## config.mk

```make
export PLATFORM = sky130hd
export DESIGN_NAME = pcbp_back
export DESIGN_NICKNAME = d
export VERILOG_FILES = /design/src/sv/pcbp_pkg.sv /design/src/sv/pcbp_back.sv
export SDC_FILE = /design/constraint.sdc
export NUM_CORES = 1
export LEC_CHECK = 0
export BUFFER_PORTS_ARGS = -buffer_cell sky130_fd_sc_hd__buf_4
export CAP_MARGIN = 20
export CORE_ASPECT_RATIO = 0.6
export CORE_UTILIZATION = 40
export CTS_CLUSTER_DIAMETER = 80
export DETAILED_ROUTE_END_ITERATION = 10
export PLACE_DENSITY = 0.61
export SLEW_MARGIN = 20
export SYNTH_ARGS = -nofsm -noshare
export SYNTH_HDL_FRONTEND = slang
export SYNTH_SLANG_ARGS = --single-unit
```

## constraint.sdc

```tcl
create_clock -name clk_i -period 7.9 [get_ports clk_i]
set_input_delay 1.975 -clock clk_i [delete_from_list [all_inputs] [get_ports clk_i]]
set_output_delay 1.975 -clock clk_i [all_outputs]
set_load 0.1 [all_outputs]
```

## src/sv/pcbp_pkg.sv

```systemverilog
// Shared types and constants of the prefix-code bit packer.
package pcbp_pkg;

  localparam int unsigned CMD_W  = 2;
  localparam int unsigned SYM_BITS = 8;
  localparam int unsigned CODE_W = 50;
  localparam int unsigned LEN_W  = 6;
  localparam int unsigned BYTE_W = 8;
  // Aligned code window: wide enough for the longest legal code length
  localparam int unsigned WORD_W = 56;

  localparam int unsigned QUEUE_DEPTH = 4;
  localparam int unsigned QPTR_W = 2;
  localparam int unsigned QCNT_W = 3;

  typedef enum logic [CMD_W-1:0] {
    CMD_LOAD   = 2'd0,
    CMD_ENCODE = 2'd1,
    CMD_FLUSH  = 2'd2
  } cmd_e;

  typedef struct packed {
    logic [CMD_W-1:0]    command;
    logic [SYM_BITS-1:0] symbol;
    logic [CODE_W-1:0]   code_word;
    logic [LEN_W-1:0]    code_length;
  } in_item_t;

  typedef struct packed {
    logic [BYTE_W-1:0] packed_byte;
    logic              last;
  } out_item_t;

  // Work for the packing back end: a flush, or a left-aligned code
  typedef struct packed {
    logic              is_flush;
    logic [LEN_W-1:0]  len;
    logic [WORD_W-1:0] word;
  } job_t;

  typedef struct packed {
    logic valid;
    job_t job;
  } push_t;

endpackage

```

## src/sv/pcbp_back.sv

```systemverilog
// Back end: merges code bits into the byte accumulator and emits packed bytes.
module pcbp_back import pcbp_pkg::*; (
  input  logic      clk_i,
  input  logic      rst_ni,
  input  logic      head_valid_i,
  input  job_t      head_i,
  output logic      pop_o,
  output logic      out_valid_o,
  output out_item_t out_o,
  input  logic      out_ready_i
);

  logic [BYTE_W-1:0] acc_q, acc_d;
  logic [2:0]        fill_q, fill_d;
  logic              act_q, act_d;
  logic [WORD_W-1:0] word_q, word_d;
  logic [LEN_W-1:0]  rem_q, rem_d;
  logic              out_valid_q, out_valid_d;
  out_item_t         out_q, out_d;

  logic              out_free;
  logic              use_head;
  logic              step;
  logic [WORD_W-1:0] cur_word;
  logic [LEN_W-1:0]  cur_rem;
  logic [3:0]        space;
  logic [BYTE_W-1:0] merged;
  logic [WORD_W-1:0] word_sh;
  logic [LEN_W-1:0]  rem_after;

  assign out_free  = !out_valid_q || out_ready_i;
  assign use_head  = !act_q && head_valid_i;
  assign step      = out_free && (act_q || head_valid_i);
  assign cur_word  = act_q ? word_q : head_i.word;
  assign cur_rem   = act_q ? rem_q : head_i.len;
  assign space     = 4'd8 - {1'b0, fill_q};
  assign merged    = acc_q | (cur_word[WORD_W-1 -: BYTE_W] >> fill_q);
  assign word_sh   = cur_word << space;
  assign rem_after = cur_rem - LEN_W'(space);
  assign pop_o     = step && use_head;

  // At most one byte of progress per cycle, and only while the output register is free
  always_comb begin
    acc_d       = acc_q;
    fill_d      = fill_q;
    act_d       = act_q;
    word_d      = word_q;
    rem_d       = rem_q;
    out_d       = out_q;
    out_valid_d = out_valid_q && !out_ready_i;
    if (step) begin
      if (use_head && head_i.is_flush) begin
        // Pad and drain a partial byte
        if (fill_q != '0) begin
          out_valid_d       = 1'b1;
          out_d.packed_byte = acc_q;
          out_d.last        = 1'b1;
        end
        acc_d  = '0;
        fill_d = '0;
      end else if (cur_rem >= LEN_W'(space)) begin
        // Complete a byte; keep the tail when under a byte remains
        out_valid_d       = 1'b1;
        out_d.packed_byte = merged;
        out_d.last        = rem_after < LEN_W'(BYTE_W);
        if (rem_after < LEN_W'(BYTE_W)) begin
          acc_d  = word_sh[WORD_W-1 -: BYTE_W];
          fill_d = rem_after[2:0];
          act_d  = 1'b0;
        end else begin
          acc_d  = '0;
          fill_d = '0;
          word_d = word_sh;
          rem_d  = rem_after;
          act_d  = 1'b1;
        end
      end else begin
        // Code fits in the open byte
        acc_d  = merged;
        fill_d = fill_q + cur_rem[2:0];
        act_d  = 1'b0;
      end
    end
  end

  always_ff @(posedge clk_i or negedge rst_ni) begin
    if (!rst_ni) begin
      acc_q       <= '0;
      fill_q      <= '0;
      act_q       <= 1'b0;
      out_valid_q <= 1'b0;
    end else begin
      acc_q       <= acc_d;
      fill_q      <= fill_d;
      act_q       <= act_d;
      out_valid_q <= out_valid_d;
    end
  end

  // Hold payload registers without reset
  always_ff @(posedge clk_i) begin
    word_q <= word_d;
    rem_q  <= rem_d;
    out_q  <= out_d;
  end

  assign out_valid_o = out_valid_q;
  assign out_o       = out_q;

endmodule

```

==> results.tsv <==
metric	value	unit
status	completed	
synth_top_cell_by_area	edfxtp_1	
fin_util	46.9	%
grtUsageMet2	27.4	%
cp_num_cells	10	
grt_max_degree	55	
endpoint_kind	register	
antenna_found_initial	0	
clkSinkCount	84	
post_cts.repair.setup_buffers	0	
cts_root_buffer	clkbuf_16	
nets	756	
rrSetupSlack	2.82	ns
max_freq	189	MHz
dieArea	18100	sq um
synthTopCellsByCount	113 x nand2_1, 103 x mux2i_1, 71 x edfxtp_1	
relSlewSlack	34.6	%
place_inst	904	
r2r-start	fill_q[0]	
io_pins	78	
drt_iter0_markers	682	
worst_pin_slew	0.979	ns
n_antenna_cell	0	
synthesis.area	7030	sq um
syn_nets	708	
routed_via_density	6.02	
cts_hold_buffers	0	
grt_first_pass_wirelength	30.1	mm
finalNonFillerCells	920	
grtUsageMet1	36.1	%
path_clk_slew	0.07	ns
critical_path_buf_inv_count	2	
slew_violations	0	
core_area	17200	sq um
rsz0062_at_grt	false	
cp-start-kind	primary input	
portBuffers	77	
num_vias	5542	
crit_top_cell	buf_4	
regArea	2460	sq um
die_w	173	um
finClkSkew	0.00904	ns
synthTopCellsByArea	edfxtp_1 30%, mux4_2 18%, mux2i_1 15%	
routabilityCongestion	0.885	
synthArstFlopShare	15.5	%
path_cells	buf_4 -> mux2_2 -> ha_1 -> nor2b_1 -> o31ai_1 -> and4_1 -> o22ai_1 -> nor2_1 -> nor2_4 -> buf_4	
grt_pass1_vias	5329	
reg2reg_depth	11	
tns	0	ns
die_h	105	um
synth_top_area_share	30.3	%
cts_inserted_buffers	9	
synth_edf_count	71	
powerDensity	502	nW/um^2
syn_inst	633	
criticalPathCategory	primary input to register	
yosysMostFrequentCell	nand2_1	
h-tree-depth	3	
setup_viol	0	
synth-xor-area-share	0.623	%
critPathSlowestCell	nor2_4	
synthFlopType	edfxtp_1	
top_usage_layer	met1	
ys_ff_latch	84	
critPathTopFamily	simple AND/OR/NAND/NOR gates	
crit_arrival	5.27	ns
synth-simple-area-share	11.3	%
worstPathMaxFanout	38	
yosys.area_share.adder	1.78	%
crit_path_max_incr_delay	0.62	ns
syn2layout_area_growth	14.5	%
clock_path_buffers	2	
met3_usage	4.69	%
cts_tree	done	
p_leak	3.13	nW
reg2reg_to	word_q[18]	
drt-wirelength-per-cell	20.9	um
synthMuxAreaShare	35.9	%
synth_top_family_by_area	multiplexers	
clk_latency	0.35	ns
hold_class	register to register	
drcViolationCount	0	
ctsResizeCount	0	
ys_types	62	
multi_input_area	4280	sq um
crit_path_start	head_i[59]	
yosys_warnings	0	
period_share	66.9	%
drtAntennaViolNets	0	
post-dp-hpwl	14.5	mm
start_util	40.9	%
grt_use_total	21.5	%
cp.required	7.89	ns
synth_compound_area_share	11.2	%
peakVddDrop	0.173	mV
firstDrtPassIters	5	
routed_wl	19.2	mm
n_fill_cell	1568	
rows	37	
layout_min_cycle_time	5.28	ns
layout-drive-gt1-share	27.3	%
grt-ovfl-total	0	
syn-mean-instance-area	11.1	sq um
max_cap_violations	0	
yosysSeqAreaShare	35.0	%
endpoint	word_q[18]	
hold_violations	0	
## layout make-up
class	count	area share, %
Timing Repair Buffer	86	8.02
Sequential cell	84	30.6
Inverter	12	0.560
Multi-Input combinational cell	488	53.2
Clock buffer	11	2.89
Tap cell	234	3.64
Clock inverter	5	1.06
## power by group
part           internal [mW]  leakage [nW]  total [mW]  switching (mW)
registers              0.888         0.854        1.08           0.188
logic                  0.952          2.12        2.50            1.55
clock network          0.279         0.150       0.461           0.182
total                   2.12          3.13        4.04            1.92
## cell usage in the layout, fill, tap and decap left out, types with 6 or more instances in the layout
| master | netlist | layout |
|---|---|---|
| a31oi_1 | 6 | 6 |
| mux2_2 | 17 | 17 |
| dfrtp_1 | 13 | 11 |
| buf_4 | 5 | 86 |
| inv_1 | 9 | 9 |
| o22ai_1 | 7 | 7 |
| clkbuf_16 | 0 | 9 |
| nor2b_1 | 6 | 6 |
| ha_1 | 6 | 6 |
| o21ai_0 | 28 | 28 |
| a22o_1 | 15 | 15 |
| mux2i_1 | 103 | 103 |
| o211ai_1 | 6 | 6 |
| edfxtp_1 | 71 | 71 |
| a21oi_1 | 14 | 14 |
| nor2_1 | 34 | 33 |
| nand2_1 | 113 | 113 |
| mux4_2 | 56 | 56 |
## registers in the layout (all words and copies together) (netlist names)
register,flops
acc_q,8
act_q,1
fill_q,3
out_o,9
out_valid_o,1
rem_q,6
word_q,56
## stage by stage
stage	area [sq um]	hold slack, ns	power, mW	worst slack (ns)
CTS	8050	0.511	4.01	2.60
detailed placement	7730	0.492	3.54	2.25
finish	8050	0.516	4.04	2.62
global placement	7730	0.490	3.50	2.40
floorplan	7030	0.467	2.91	0.956
global route	8050	0.541	4.29	2.34
## cell families after synthesis
logic type / after synthesis
compound gates: 111
simple gates: 185
xor+xnor: 5
mux: 178
flops: 84
buf+inv: 61
fa+ha+maj: 9
## worst reg2reg max path: stages (launching register included)
cell     delay (ns)
dfrtp_4        0.79
inv_1          0.16
ha_1           0.24
ha_1           0.27
buf_4          0.25
inv_2          0.77
a31oi_1        0.23
and3_1         0.27
o22ai_1        0.34
nor2_1         0.19
nor2_4         0.62
buf_4          0.57
## worst min path at each step
stage              from  endpoint  slack (ns)  depth (start not counted)
3_5_place_dp   acc_q[6]  acc_q[6]        0.49                          1
5_1_grt        acc_q[6]  acc_q[6]        0.54                          1
3_3_place_gp   acc_q[7]  acc_q[7]        0.49                          1
4_1_cts        acc_q[6]  acc_q[6]        0.51                          1
2_1_floorplan  acc_q[6]  acc_q[6]        0.47                          1
6_report       acc_q[7]  acc_q[7]        0.52                          1
## layer usage
layer  part of all wire (%)  wire length [um]  up-vias
met5                      0                 0        -
met3                    9.1              1750       11
li1                       -                 -     2532
met4                   0.40                76        0
met1                     51              9880     2734
met2                     39              7490      265
Note: power is estimated with default switching activity, not from simulation.
