<file path="src/sv/pcbp_pkg.sv">
// Shared types and constants of the prefix-code bit packer.
package pcbp_pkg;

  localparam int unsigned CMD_W  = 2;
  localparam int unsigned SYM_BITS = 8;
  localparam int unsigned CODE_W = 50;
  localparam int unsigned LEN_W  = 6;
  localparam int unsigned BYTE_W = 8;
  // Aligned code window: wide enough for the longest legal code length
  localparam int unsigned WORD_W = 56;

  localparam int unsigned QUEUE_DEPTH = 4;
  localparam int unsigned QPTR_W = 2;
  localparam int unsigned QCNT_W = 3;

  typedef enum logic [CMD_W-1:0] {
    CMD_LOAD   = 2'd0,
    CMD_ENCODE = 2'd1,
    CMD_FLUSH  = 2'd2
  } cmd_e;

  typedef struct packed {
    logic [CMD_W-1:0]    command;
    logic [SYM_BITS-1:0] symbol;
    logic [CODE_W-1:0]   code_word;
    logic [LEN_W-1:0]    code_length;
  } in_item_t;

  typedef struct packed {
    logic [BYTE_W-1:0] packed_byte;
    logic              last;
  } out_item_t;

  // Work for the packing back end: a flush, or a left-aligned code
  typedef struct packed {
    logic              is_flush;
    logic [LEN_W-1:0]  len;
    logic [WORD_W-1:0] word;
  } job_t;

  typedef struct packed {
    logic valid;
    job_t job;
  } push_t;

endpackage

</file>
<file path="src/sv/pcbp_queue.sv">
// Short job queue between the front end and the packing back end.
module pcbp_queue import pcbp_pkg::*; (
  input  logic              clk_i,
  input  logic              rst_ni,
  input  push_t             push_i,
  input  logic              pop_i,
  output logic              head_valid_o,
  output job_t              head_o,
  output logic [QCNT_W-1:0] count_o
);

  job_t              slots [QUEUE_DEPTH];
  logic [QPTR_W-1:0] wr_ptr_q;
  logic [QPTR_W-1:0] rd_ptr_q;
  logic [QCNT_W-1:0] count_q;

  assign head_valid_o = count_q != '0;
  assign head_o       = slots[rd_ptr_q];
  assign count_o      = count_q;

  // Store pushed jobs
  always_ff @(posedge clk_i) begin
    if (push_i.valid) begin
      slots[wr_ptr_q] <= push_i.job;
    end
  end

  // Advance pointers and occupancy
  always_ff @(posedge clk_i or negedge rst_ni) begin
    if (!rst_ni) begin
      wr_ptr_q <= '0;
      rd_ptr_q <= '0;
      count_q  <= '0;
    end else begin
      if (push_i.valid) begin
        wr_ptr_q <= wr_ptr_q + 1'b1;
      end
      if (pop_i) begin
        rd_ptr_q <= rd_ptr_q + 1'b1;
      end
      count_q <= count_q + QCNT_W'(push_i.valid) - QCNT_W'(pop_i);
    end
  end

endmodule

</file>
<file path="config.mk">
export PLATFORM = sky130hd
export DESIGN_NAME = pcbp_queue
export DESIGN_NICKNAME = d
export VERILOG_FILES = /design/src/sv/pcbp_pkg.sv /design/src/sv/pcbp_queue.sv
export SDC_FILE = /design/constraint.sdc
export NUM_CORES = 1
export LEC_CHECK = 0
export ABC_AREA = 1
export BUFFER_PORTS_ARGS = -buffer_cell sky130_fd_sc_hd__buf_2
export CAP_MARGIN = 25
export CELL_PAD_IN_SITES_DETAIL_PLACEMENT = 1
export CELL_PAD_IN_SITES_GLOBAL_PLACEMENT = 2
export CORE_UTILIZATION = 38
export DETAILED_ROUTE_END_ITERATION = 16
export GPL_TIMING_DRIVEN = 1
export PLACE_DENSITY = 0.8
export SYNTH_ARGS = -nofsm -noshare
export SYNTH_HDL_FRONTEND = slang
export SYNTH_SLANG_ARGS = --single-unit
</file>
<file path="constraint.sdc">
create_clock -name clk_i -period 2.53 [get_ports clk_i]
set_input_delay 0.1265 -clock clk_i [delete_from_list [all_inputs] [get_ports clk_i]]
set_output_delay 0.1265 -clock clk_i [all_outputs]
set_load 0.05 [all_outputs]
</file>
==> results.json, run 1 <==
{
  "outcome": "complete, no violations",
  "slew_viol_final": 0,
  "seq_area_frac_synth": 0.709,
  "max_clock_freq_ghz": 0.443,
  "critPathBufInv": 3,
  "crit_start": "rd_ptr_q[0]",
  "syn_area_um2": 10900,
  "start_kind": "flop",
  "setup_violations": 0,
  "critPathTopFamily": "buffers and inverters",
  "cpMaxStageDelayCell": "dfrtp_4",
  "synth_fa_ha_area_frac": 0.00871,
  "clk_latency_ps": 520,
  "dr.pass1.iters": 4,
  "peakVddDrop_uv": 884,
  "avgSynthCellArea_um2": 10.6,
  "die_w_um": 172,
  "cts_tree": "yes",
  "avgRoutedWirePerCell_um": 15.2,
  "rsz0062_at_grt": "false",
  "drt_iter0_drc": 344,
  "syn_to_final_growth_pct": 25.0,
  "hold_violations": 0,
  "power.leakage_nw": 6.32,
  "ios": 134,
  "critPathKind": "reg2out",
  "gp_congestion": 0.708,
  "cp_max_fo": 41,
  "final_nets": 1311,
  "synth_compound_area_frac": 0.000458,
  "min_to": "rd_ptr_q[0]",
  "drt-vias-per-instance": 4.47,
  "fin_skew_ps": 6.37,
  "cp.arrival_ps": 2130,
  "fp.dieH_um": 172,
  "cts_max_path_buffers": 3,
  "rr_startpoint": "count_o[0]",
  "cts_resized": 0,
  "grt_pass1_wl_mm": 39.8,
  "hp-start": "pop_i",
  "io_buffers": 133,
  "ys_seq_elements": 259,
  "grt_pass1_vias": 7654,
  "antenna_found_initial": 2,
  "cp_cell_sequence": "inv_4 > buf_12 > nand2_1 > nand3_1 > nand2_1 > buf_2",
  "regToRegEndpoint": "count_o[2]",
  "syn_inst": 1031,
  "final_common_cell": "nand2_1",
  "grt_use_total": 0.175,
  "worst_hold_path_type": "in2reg",
  "synth_nets": 1105,
  "powerDensity_nw_per_um2": 1280,
  "clock-sinks": 259,
  "cts_setup_buffers": 0,
  "start_util": 0.390,
  "synth_top_family_by_area": "simple AND/OR/NAND/NOR gates",
  "dieArea_um2": 29400,
  "cts_buffers": 28,
  "hold_buffers": 67,
  "grt_start_max_net_pins": 129,
  "holdWs_ps": 347,
  "antenna_left": 0,
  "end_kind": "primary output",
  "r2r_slack_ps": 910,
  "synth-xor-area-share": 0.00241,
  "placementRows": 61,
  "worst_pin_slew_ps": 615,
  "final_cell_mix": "nand2_1 (326), inv_1 (260), edfxtp_1 (252)",
  "cpMostUsedCell": "nand2_1",
  "yosysUniqueCellTypes": 14,
  "drc": 0,
  "place_hpwl_mm": 14.5,
  "clk_pin_slew_ps": 60,
  "drt_wl_total_mm": 24.9,
  "slew_headroom": 0.590,
  "clock-root-buffer": "clkbuf_16",
  "htreeDepth": 1,
  "drive_above_1_share": 0.155,
  "hold_depth": 3,
  "worstRegToRegCells": 9,
  "core_area_um2": 28000,
  "drv_cap": 0,
  "total_power_mw": 17.4,
  "period_share": 0.891,
  "cpPeakStageDelay_ps": 500,
  "synth_simple_gate_area_frac": 0.171,
  "vias": 7324,
  "yosys_warnings": 0,
  "tns_ps": 0,
  "gr-total-overflow": 0,
  "synthMuxAreaShare": 0,
  "period_minus_slack_ps": 2250,
  "required_ps": 2400
}
==> cell type report <==
class,instances,area [um2]
Clock buffer,33,741
Timing Repair Buffer,217,1600
Fill cell,3042,14400
Sequential cell,259,7750
Inverter,266,1010
Antenna cell,2,5.00
Tap cell,378,473
Clock inverter,18,83.8
Multi-Input combinational cell,465,1990
==> per-stage QoR <==
step                 util  instances  setup slack, ps  area (um2)
CTS                 0.487       1636              234       13600
finish              0.487       1638              275       13600
global placement    0.434       1518              811       12100
detailed placement  0.434       1518              808       12100
global route        0.487       1637              131       13600
floorplan               -       1031              209       10900
==> worst max path at each step <==
stage / endpoint / slack, ps / cells after the start
3_3_place_gp: head_o[15] / 810 / 6
6_report: head_o[25] / 280 / 6
5_1_grt: head_o[52] / 130 / 6
4_1_cts: head_o[25] / 230 / 6
2_1_floorplan: slots[0][0] / 210 / 4
3_5_place_dp: head_o[25] / 810 / 6
==> routing by layer <==
layer / vias up / share of wire / routed length [um] / global-route usage
met2: 118 / 0.51 / 12600 / 0.317
met5: - / 0 / 0 / 0
li1: 3625 / - / - / -
met3: 36 / 0.036 / 902 / 0.0239
met4: 0 / 0.019 / 479 / 0.0439
met1: 3545 / 0.44 / 10900 / 0.220
==> registers in the layout, summed over array words and instances, names as in the netlist <==
signal	cells
rd_ptr_q	2
count_o	3
wr_ptr_q	2
slots	252
==> Yosys cell counts <==
cell type / instances / area, um2
buf_1: 5 / 18.8
buf_2: 26 / 130
buf_4: 1 / 7.51
clkbuf_1: 9 / 33.8
dfrtp_1: 7 / 175
edfxtp_1: 252 / 7570
fa_1: 1 / 20.0
ha_1: 6 / 75.1
inv_1: 264 / 991
inv_2: 2 / 7.51
nand2_1: 326 / 1220
nand3_1: 128 / 641
o21ai_1: 1 / 5.00
xor2_1: 3 / 26.3
==> tightest hold or removal path, stage by stage <==
cell and delay [ps]:
dlygate4sd3_1 510, buf_2 130, xor2_1 60
==> power breakdown <==
group,switching [mW],internal [mW]
Combinational,6.07,1.86
Sequential,0.209,5.62
Clock,1.57,2.07
Total,7.86,9.55
==> logic make-up (layout without fill, tap and decap cells) <==
kind of cell	Yosys count	count (layout)
xor gates and xnor gates	3	3
other	0	2
and+or+nand+nor	454	454
DFF	259	259
buffers and inverters	307	534
AOI/OAI and AO/OA	1	1
adders and majority gates	7	7
Note: power is estimated with default switching activity, not from simulation.
==> inputs of run 2 (changes only) <==
CORE_UTILIZATION = 39   (was 38)
CTS_BUF_LIST = sky130_fd_sc_hd__clkbuf_4 sky130_fd_sc_hd__clkbuf_8   (was default)
MAX_ROUTING_LAYER = met4   (was default)
PLACE_DENSITY = 0.82   (was 0.8)
==> run 2 against run 1 <==
  * Global-route usage increased by 1.5 points
  * Clock-buffer cell count rose by 20
  * Combinational power is essentially flat
  * Die area is 2.5% lower
  * Via count grew 1.9%
  * Sequential share of layout area up 0.17 points
  * Register-to-register slack worse by 150 ps
  * Worst setup slack lost 85 ps
  * First-iteration DRC count shrank 3.5%
  * Sequential power grew 0.9%
  * Critical endpoint is now head_o[23]
==> results.json, run 2 (synthesis results as in run 1) <==
{
  "outcome": "complete, no violations",
  "start_kind": "flop",
  "max_clock_freq_ghz": 0.427,
  "critPathKind": "reg2out",
  "antenna_found_initial": 1,
  "grt_pass1_wl_mm": 40.9,
  "rsz0062_at_grt": "false",
  "ios": 134,
  "required_ps": 2400,
  "dieArea_um2": 28700,
  "fin_skew_ps": 21.6,
  "worst_pin_slew_ps": 891,
  "hold_buffers": 67,
  "syn_to_final_growth_pct": 24.6,
  "nFillCells": 3031,
  "cts_max_path_buffers": 3,
  "drt-vias-per-instance": 4.51,
  "cts_tree": "yes",
  "clk_pin_slew_ps": 60,
  "drt_iter0_drc": 332,
  "cp.arrival_ps": 2210,
  "clock-sinks": 259,
  "worst_hold_path_type": "in2reg",
  "powerDensity_nw_per_um2": 1270,
  "regArea_um2": 7750,
  "htreeDepth": 2,
  "cts_buffers": 44,
  "core_area_um2": 27200,
  "multi_input_area_um2": 1990,
  "crit_start": "rd_ptr_q[1]",
  "gr-total-overflow": 0,
  "vias": 7463,
  "place_area_um2": 12100,
  "end_kind": "primary output",
  "drc": 0,
  "die_w_um": 169,
  "power.leakage_nw": 6.33,
  "io_buffers": 133,
  "antenna_left": 0,
  "setup_violations": 0,
  "final_cell_mix": "nand2_1 (326), inv_1 (260), edfxtp_1 (252)",
  "regToRegEndpoint": "slots[0][60]",
  "peakVddDrop_uv": 965,
  "grt_pass1_vias": 8017,
  "clock-root-buffer": "clkbuf_8",
  "drive_above_1_share": 0.172,
  "top_register": "slots",
  "cts_setup_buffers": 0,
  "tns_ps": 0,
  "start_util": 0.402,
  "grt_start_max_net_pins": 83,
  "fp.dieH_um": 169,
  "design_area_um2": 13600,
  "dr.pass1.iters": 4,
  "rr_startpoint": "wr_ptr_q[0]",
  "largest_reg_flops": 252,
  "cp_max_fo": 63,
  "drv_cap": 0,
  "grt_use_total": 0.190,
  "worstRegToRegCells": 5,
  "placementRows": 60,
  "drt_wl_total_mm": 25.8,
  "gp_congestion": 0.720,
  "final_common_cell": "nand2_1",
  "r2r_slack_ps": 760,
  "slew_viol_final": 0,
  "final_nets": 1328,
  "cts_resized": 0,
  "place_hpwl_mm": 15.2,
  "period_share": 0.925,
  "slew_headroom": 0.406,
  "period_minus_slack_ps": 2340,
  "clk_latency_ps": 530,
  "worstSetupEndpoint": "head_o[23]",
  "avgRoutedWirePerCell_um": 15.6,
  "hold_violations": 0
}
==> run 2: changes by cell type in the layout (fill, tap and decap cells not counted), moves of 2 or more <==
cell and delta:
clkbuf_4 +9, buf_4 +3, buf_12 -2, clkbuf_8 +44, clkinv_2 -2, clkbuf_16 -29
clkbuf_1 -4, bufinv_16 +2
==> run 2: how the worst min path moves through the flow <==
| stage | from | endpoint | slack (ps) | cells past startpoint |
|---|---|---|---|---|
| 6_report | push_i[55] | slots[0][55] | 350 | 2 |
| 5_1_grt | push_i[44] | slots[2][44] | 330 | 2 |
| 4_1_cts | push_i[55] | slots[2][55] | 310 | 2 |
| 3_5_place_dp | rst_ni | count_o[2] | -20 | 1 |
| 3_3_place_gp | rst_ni | count_o[0] | -30 | 1 |
| 2_1_floorplan | rst_ni | count_o[0] | -170 | 0 |
==> run 2: critical path: stages, from the launching register on <==
cell and delay (ps):
dfrtp_2 360, buf_4 700, nand3_1 170, nand2_1 140, buf_2 270
==> run 2: per-stage QoR <==
stage	worst slack (ps)	power, mW	instances	util	hold WS [ps]
2_1_floorplan	209	11.6	1031	-	-169
6_report	190	17.3	1653	0.501	350
3_3_place_gp	742	13.8	1513	0.446	-25.1
5_1_grt	42.0	18.3	1653	0.501	332
3_5_place_dp	729	13.9	1513	0.446	-22.2
4_1_cts	142	17.6	1652	0.501	312
==> run 2: cell type report <==
class / instances / area share
diodes: 1 / 0.000184
clock inverters: 19 / 0.0101
well taps: 372 / 0.0342
multi-input cells: 465 / 0.146
repair buffers: 218 / 0.116
clock buffers: 53 / 0.0495
inverters: 266 / 0.0739
flip-flops and latches: 259 / 0.569
==> run 2: power by group <==
group / total (mW) / internal (mW) / switching (mW)
clock network: 3.55 / 1.95 / 1.60
logic: 7.91 / 1.82 / 6.09
registers: 5.88 / 5.62 / 0.256
total: 17.3 / 9.39 / 7.95
==> run 2: metal layers <==
metal | wire length [um] | global-route usage
met1 | 11400 | 0.225
met2 | 13300 | 0.334
met3 | 737 | 0.0285
met4 | 469 | 0.0572
met5 | 0 | -
